===== src/tie_pkg.sv =====
package tie_pkg;

    localparam int CODE_W = 5;
    localparam int IDX_W  = 15;
    localparam int STEP_W = 2;

    localparam logic KIND_TEXT = 1'b0;
    localparam logic KIND_END  = 1'b1;

    localparam logic [7:0] CHAR_LOWER_A = 8'h61;
    localparam logic [7:0] CHAR_LOWER_Z = 8'h7a;
    localparam logic [7:0] CHAR_UPPER_A = 8'h41;
    localparam logic [7:0] CHAR_UPPER_Z = 8'h5a;

    typedef struct packed {
        logic       kind;
        logic [7:0] char_byte;
    } in_item_t;

    typedef struct packed {
        logic [IDX_W-1:0] trigram_index;
        logic             first_seen;
        logic             last_of_run;
    } out_item_t;

    typedef struct packed {
        logic accept;
        logic rd_en;
        logic set_wr;
        logic step_inc;
        logic finish;
        logic clr_wr;
    } cmd_t;

    typedef struct packed {
        logic is_end;
        logic last_step;
        logic out_free;
        logic clr_done;
    } status_t;

    function automatic logic [CODE_W-1:0] letter_code(input logic [7:0] ch);
        logic [7:0] diff;
        diff = 8'd0;
        if (ch >= CHAR_LOWER_A && ch <= CHAR_LOWER_Z) begin
            diff = ch - CHAR_LOWER_A + 8'd1;
        end else if (ch >= CHAR_UPPER_A && ch <= CHAR_UPPER_Z) begin
            diff = ch - CHAR_UPPER_A + 8'd1;
        end
        return diff[CODE_W-1:0];
    endfunction

endpackage


===== src/tie_ctrl.sv =====
module tie_ctrl
    import tie_pkg::*;
(
    input  logic    aclk,
    input  logic    aresetn,
    input  logic    s_valid,
    output logic    s_ready,
    input  status_t status,
    output cmd_t    cmd
);

    typedef enum logic [1:0] {
        ST_CLEAR,
        ST_IDLE,
        ST_LOOKUP,
        ST_CHECK
    } state_t;

    state_t state_reg;
    state_t state_next;

    always_comb begin
        state_next = state_reg;
        cmd        = '0;
        s_ready    = 1'b0;
        unique case (state_reg)
            ST_CLEAR: begin
                cmd.clr_wr = 1'b1;
                if (status.clr_done) begin
                    state_next = ST_IDLE;
                end
            end
            ST_IDLE: begin
                s_ready    = 1'b1;
                cmd.accept = s_valid;
                if (s_valid) begin
                    state_next = ST_LOOKUP;
                end
            end
            ST_LOOKUP: begin
                cmd.rd_en  = 1'b1;
                state_next = ST_CHECK;
            end
            ST_CHECK: begin
                if (status.out_free) begin
                    cmd.set_wr = 1'b1;
                    if (status.last_step) begin
                        cmd.finish = 1'b1;
                        state_next = status.is_end ? ST_CLEAR : ST_IDLE;
                    end else begin
                        cmd.step_inc = 1'b1;
                        state_next   = ST_LOOKUP;
                    end
                end
            end
            default: state_next = ST_CLEAR;
        endcase
    end

    always_ff @(posedge aclk) begin
        if (!aresetn) begin
            state_reg <= ST_CLEAR;
        end else begin
            state_reg <= state_next;
        end
    end

endmodule


===== config.mk =====
export PLATFORM = sky130hd
export DESIGN_NAME = tie_ctrl
export DESIGN_NICKNAME = d
export VERILOG_FILES = /design/src/tie_pkg.sv /design/src/tie_ctrl.sv
export SDC_FILE = /design/constraint.sdc
export NUM_CORES = 1
export LEC_CHECK = 0
export ABC_AREA = 0
export BUFFER_PORTS_ARGS = -buffer_cell sky130_fd_sc_hd__buf_2
export CAP_MARGIN = 20
export CORE_AREA = 2 2 39 41
export CTS_BUF_LIST = sky130_fd_sc_hd__clkbuf_16
export DETAILED_ROUTE_END_ITERATION = 7
export DIE_AREA = 0 0 41 43
export GPL_TIMING_DRIVEN = 0
export HOLD_SLACK_MARGIN = 0.12
export SYNTH_ARGS = -nofsm -noshare
export SYNTH_HDL_FRONTEND = slang
export SYNTH_SLANG_ARGS = --single-unit

===== constraint.sdc =====
create_clock -name aclk -period 2.02 [get_ports aclk]
set_clock_uncertainty 0.05 [all_clocks]
set_input_delay 0.303 -clock aclk [delete_from_list [all_inputs] [get_ports aclk]]
set_output_delay 0.303 -clock aclk [all_outputs]
set_load 0.02 [all_outputs]

==> results of run 1 <==
[synth_stat cells, drive strengths merged]
library cell,instances
and2b,2
and4,1
a21oi,1
nand2b,1
dfxtp,2
nor3b,1
and3,1
and3b,1
nor2b,1
a211oi,1
nor2,1
o31ai,1
[power groups by stage]
stage               Clock [mW]  Sequential, mW  Combinational [mW]
finish                   0.293          0.0500              0.0399
global route             0.307          0.0511              0.0433
CTS                      0.298          0.0502              0.0407
detailed placement           0          0.0509              0.0406
global placement             0          0.0502              0.0399
floorplan                    0          0.0483              0.0250
[worst max-delay path: stages, from the launching register on]
cell and delay [ps]:
sky130_fd_sc_hd__dfxtp_1 440, sky130_fd_sc_hd__and3_2 250, sky130_fd_sc_hd__and2b_1 120, sky130_fd_sc_hd__buf_2 150
[worst min path at each step]
| stage | to | cells after the start | slack [ps] |
|---|---|---|---|
| 3_5_place_dp | state_reg[1] | 2 | 520 |
| 5_1_grt | state_reg[0] | 3 | 330 |
| 3_3_place_gp | state_reg[1] | 2 | 520 |
| 6_report | state_reg[1] | 2 | 310 |
| 2_1_floorplan | state_reg[0] | 2 | 410 |
| 4_1_cts | state_reg[0] | 3 | 300 |
[routing by layer]
layer	vias up	routed length, µm	GRT usage	part of all wire
li1	84	-	-	-
met1	76	158	0.0350	0.38
met2	10	207	0.0906	0.50
met3	0	53	0.0471	0.13
met4	0	0	0.0200	0
met5	-	0	0	0
[cell type report]
cell class	instances	area, µm²
multi-input cells	12	93.8
repair buffers	13	65.1
flip-flops and latches	2	40.0
well taps	16	20.0
clock buffers	3	75.1
fillers	161	1090
[logic make-up after synthesis]
kind of cell       after synthesis
AOI/OAI and AO/OA                3
and+or+nand+nor                  9
DFF                              2
==> run summary, run 1 <==
The first global-routing pass estimated 572 µm of wire. The share of layout cells above drive strength 1 was 0.633. Combinational share of power: 0.104.

Overall die height: 43 µm. The floorplan step defined a die boundary enclosing 0.00176 mm². Once detail routing completed, the nets flagged for antenna violations numbered 0.

OpenSTA, run right after detailed placement, puts the worst setup slack at 707 ps. The area of placed instances was 219 µm²; the clock share of power was 0.765. Data on the critical path arrives at its endpoint at 1180 ps. The number of detailed-routing iterations run before antenna repair was 1; the proportion of power drawn by flip-flops and latches was 0.131. Total of endpoints with negative setup slack in the final report: 0. The required time of the critical path came out at 1670 ps.

The tools report the maximum count of clock buffers along a single path as 2. The post-synthesis share of cell area spent on and, or, nand and nor gates is 0.514. The netlist area before placement came out at 134 µm². For this design the static power due to leakage is 0.155 nW. Counting cells, the worst reg-to-reg path comes to 2.

By startpoint and endpoint, the worst setup path is classified as flop to primary output. After clock tree synthesis, the clock-pin slew on the worst setup and hold paths is 30 ps. Clock period minus worst slack: 1530 ps.

Following the worst setup path forward leads to its endpoint at cmd[2]. For this design, the CTS-stage hold fixing added 0 buffers. The routed layout has 170 vias. After the last flow step, the layout net total stands at 39. The number of input and output port buffers inserted works out to 13. The weighted congestion at the end of routability-driven global placement is 0.494. The beginning of the worst hold path is aresetn. Adding up every negative setup slack in the final design gives 0 ps. For the total global routing track utilization, the log shows 0.0521. The average wire per standard cell was 9.09 µm. The wire-length estimate of the detail-placed layout is 338 µm. For the number of global-route vias before repair, the log shows 159.

For the H-tree depth reported by CTS, the log shows 1. The starting density of the core was 0.0967; the post-synthesis adder-cell area fraction was 0. During synthesis, Yosys emitted a total of 0 warnings.

The number of instances in the placed design is 43, and the cell count after synthesis is 14. For this block, the routed nets add up to 418 µm of wire. TritonCTS built the clock tree. The tools report the clock buffer count from CTS as 3. Total I/O pin count: 14. The largest area contributor in the synthesized netlist was sky130_fd_sc_hd__dfxtp_1. The worst path meets setup with 489 ps of slack. Setup repair after global routing left no endpoint under its margin.

The area share of the largest cell type after synthesis is 0.299, and the remaining global-route overflow is 0. For the number of clock sinks, the log shows 2. At the pin with the least slew margin, the transition time is 249 ps.

The tools report the proportion of synthesized chip area in sequential cells as 0.299. The class of the tightest hold or removal check is input port to flop. For the initial antenna violation count, the log shows 0.

The run gives 0 as the setup fix buffers added after clock tree synthesis. Overall power consumption after layout is estimated at 383 µW. In the layout the commonest cells are sky130_fd_sc_hd__buf_2 (13), sky130_fd_sc_hd__clkbuf_16 (3), sky130_fd_sc_hd__and2b_1 (2), sky130_fd_sc_hd__dfxtp_1 (2). The worst setup path is launched from a flop. Total count of max-transition violations in the final report: 0.

Area overhead of the layout relative to synthesis: 120%. Final worst-path cycle share: 0.758. The average via count per standard cell is 3.70, and the proportion of synthesized area in mux cells is 0. The worst-case headroom to the max-slew limit is 0.833. In this run the worst setup path begins at state_reg[0]. The run gives 0.212 as the fraction of the core area covered by cells at the end of the flow.

The net switching power figure was 69.8 µW. For the area of all placed cells without fillers, the log shows 294 µm². The standard cell core area was 0.00138 mm²; the number of gates resized after CTS was 0. The proportion of total power due to net switching was 0.182. The count of cells in the finished layout, fillers not included, comes to 46. Internal power comes to 313 µW.

The repair_antennas step left the layout with diodes totalling 0. Worst hold slack: 305 ps. The total of flip-flops plus latches after synthesis was 2. The tools report the number of violations reported at the end of detailed-routing iteration 0 as 0. In this run the core area contains 14 standard-cell rows.

The worst-case IR drop observed on VDD is 0.000396 V. The register with the most flip-flops in the layout has 2 of them. When the netlist entered floorplanning its net count stood at 21.

The die is 41 µm wide. The origin of the critical flop-to-flop path is state_reg[0]. The insertion delay to the later sink of the worst-skew pair came out at 220 ps. The run finished with clean final reports.

The count of maximum capacitance violations was 0. Synthesis instantiated 12 different standard cells from the library. In the routed design, unresolved DRC markers number 0. For this design the ratio of total power to cell area is 1300 mW/mm². Derived from the worst setup path, the maximum achievable clock frequency is 0.653 GHz. Entering global routing, the biggest net connects 9 pins. STA classifies the critical path endpoint as a primary output.

The compound-cell area share of the yosys netlist works out to 0.187. After synthesis, the largest family of logic cells by area is simple AND/OR/NAND/NOR gates. The endpoint identified for the worst register-to-register timing path is state_reg[1].

The largest driver fanout on the critical path was 8; the xor and xnor fraction of the mapped netlist area was 0. Sorting the synthesized cells by area gives the leading types as sky130_fd_sc_hd__dfxtp_1 (30%), sky130_fd_sc_hd__and2b_1 (11%), sky130_fd_sc_hd__a211oi_2 (9.3%). The most common library cell in the layout ignoring fill and taps is sky130_fd_sc_hd__buf_2.

The synthesized area divided by synthesized cell count works out to 9.56 µm². The tools report the buffer type at the clock tree root as sky130_fd_sc_hd__clkbuf_16. For the count of final hold-check violations, the log shows 0. Setup slack on the worst reg-to-reg path comes out at 1090 ps.
Power figures use the tool's default switching activity.
==> inputs of run 2 (changes only) <==
Clock period 2.02 ns to 1.4 ns, I/O delays scaled along.
==> run 2 against run 1 <==
Wire length decreased by 1.2%. Critical path depth unchanged. Core utilization increased by 0.54 points. Clock power increased by 44%. Design area increased by 2.6%. Register-to-register slack got worse by 560 ps. Sequential share of layout area increased by 2.2 points. Largest power group unchanged.
==> run summary, run 2 (synthesized netlist as in run 1, its figures left out) <==
The number of input and output port buffers inserted was 13 (unchanged). The most common library cell in the layout ignoring fill and taps is sky130_fd_sc_hd__buf_2. For the setup fix buffers added after clock tree synthesis, the log shows 0 (unchanged). The total global routing track utilization was 0.0521 (unchanged). The buffer type at the clock tree root is sky130_fd_sc_hd__clkbuf_16. The die span in x is 41 µm (unchanged). The logs give 0.00176 mm² (unchanged) for the die area and 0 (unchanged) for the total of endpoints with negative setup slack in the final report. Nature of the critical path startpoint: a flop. The clock period minus worst slack works out to 1340 ps. The worst endpoint data arrival time is 1080 ps (-100 ps), and the power per cell area is 1830 mW/mm² (+40%).

The worst-margin pin slew was 248 ps (-1.33 ps); the number of clock sinks was 2 (unchanged). The logs give 220 ps (about the same) for the insertion delay to the later sink of the worst-skew pair and 0.494 (unchanged) for the weighted congestion at the end of routability-driven global placement. The area overhead of the layout relative to synthesis came out at 125%. The worst voltage drop across the vdd grid came out at 0.000564 V (+43%). The count of maximum capacitance violations was 0 (unchanged). The count of final hold-check violations is 0 (unchanged), and the total number of vias is 171 (+0.59%). The average wire per standard cell was 8.98 µm (-1.2%); the standard cell core area was 0.00138 mm² (unchanged). Final worst-path cycle share: 0.960. Class of the tightest hold or removal check: input port to flop. The maximum count of clock buffers along a single path was 2 (unchanged). The worst hold slack was 204 ps (-101 ps).

The total count of max-transition violations in the final report is 0 (unchanged). The number of design rule violations left after detail routing was 0 (unchanged); the clock slew seen by the registers of the worst setup and hold paths was 30 ps (about the same). The sum of negative setup slack was 0 ps (unchanged); the remaining global-route overflow was 0 (unchanged). The count of nets after finishing is 39 (unchanged), and the longest individual stage delay on the worst path is 350 ps (-90 ps). For the overall power, the log shows 551 µW (+44%).

The run gives 14 (unchanged) as the total I/O pin count. The flow ran to the end, and the final reports show no timing, DRC or antenna violations. Walking the worst path, the cells encountered are and3_2 > and2b_1 > buf_2.

The tools report the clock buffer count from CTS as 3 (unchanged). The overall die height is 43 µm (unchanged), and the number of detailed-routing iterations run before antenna repair is 1 (unchanged). For the starting density of the core, the log shows 0.0967 (unchanged).

The critical path is of the flop to primary output type. TritonCTS built the clock tree. Share of layout cells above drive strength 1: 0.700 (+0.0667). The standard-cell row count is 14 (unchanged). The logs give 1140 ps (-530 ps) for the required time of the critical path and 413 µm (-1.2%) for the total detailed-routing wirelength.

For the wire length of the first global-routing pass, the log shows 572 µm (unchanged). Pin count of the biggest net entering global routing: 9 (unchanged). The number of routed nets with antenna violations is 0 (unchanged).

The average via count per standard cell works out to 3.72 (+0.59%). The run gives 0 (unchanged) as the hold-fix buffer count after cts. The tools report the element type at the critical path end as a primary output. The flip-flop count of the largest register, all copies and words added is 2 (unchanged). The run gives 162 (+0.62%) as the number of fill cells.

Cell with the largest stage delay on the worst path: sky130_fd_sc_hd__dfxtp_4. For the number of global-route vias before repair, the log shows 159 (unchanged). The worst-case headroom to the max-slew limit was 0.833 (+0.000894). The static leakage power came out at 0.156 nW (+0.79%). The H-tree depth reported by CTS came out at 1 (unchanged). The top cell types in the final layout, fill and taps aside, are sky130_fd_sc_hd__buf_2 (13), sky130_fd_sc_hd__clkbuf_16 (3), sky130_fd_sc_hd__and2b_1 (2), sky130_fd_sc_hd__dfxtp_4 (2). The number of violations reported at the end of detailed-routing iteration 0 is 0 (unchanged), and the initial antenna violation count is 0 (unchanged). The run gives 0 (unchanged) as the total inserted antenna cells. Setup repair after global routing left no endpoint under its margin.

Timing would allow up to 0.744 GHz. The detailed placer's ending HPWL was 338 µm (unchanged); the largest driver fanout on the critical path was 8 (unchanged).
-- run 2: area by class of cell --
| class | count | area [µm²] | area share |
|---|---|---|---|
| clock buffer | 3 | 75.1 | 0.249 |
| multi-input combinational | 12 | 93.8 | 0.311 |
| sequential | 2 | 47.5 | 0.158 |
| tap | 16 | 20.0 | 0.0664 |
| timing repair buffer | 13 | 65.1 | 0.216 |
-- run 2: per-layer routing --
metal / wire [µm] / track usage / share of wire
met1: 155 / 0.0350 / 0.38
met2: 204 / 0.0906 / 0.49
met3: 53 / 0.0471 / 0.13
met4: 0 / 0.0200 / 0
met5: 0 / 0 / 0
-- run 2: worst paths after layout --
kind,startpoint,to,slack (ps),cells past startpoint
setup / recovery,state_reg[0],cmd[2],60,3
hold / removal,aresetn,state_reg[0],200,3
setup reg to reg,state_reg[1],state_reg[0],530,2
hold reg to reg,state_reg[1],state_reg[1],550,2
-- run 2: power breakdown --
part	switching (mW)	total (mW)	internal, mW	leakage (nW)
clock	0.0583	0.421	0.363	0.0370
sequential	0.00895	0.0719	0.0630	0.0178
combinational	0.0312	0.0577	0.0265	0.101
total	0.0984	0.551	0.452	0.156
-- run 2: what timing repair did --
action	4_1_cts	5_1_grt
resized for setup	2	2
hold endpoints to repair	0	0
setup endpoints to repair	1	1
-- run 2: per-stage QoR --
step	setup slack, ps	cells	util	instance area [µm²]
after floorplan	229	14	-	134
after global placement	209	43	0.158	219
after detailed placement	180	43	0.158	219
after CTS	46.5	46	0.214	297
after global routing	8.00	46	0.218	302
final	55.6	46	0.218	302
-- run 2: critical path, delay by kind of cell (launching register included) --
kind | cells | cell delay, ps
flip-flops | 1 | 350
buffers and inverters | 1 | 150
AND/OR/NAND/NOR | 2 | 370
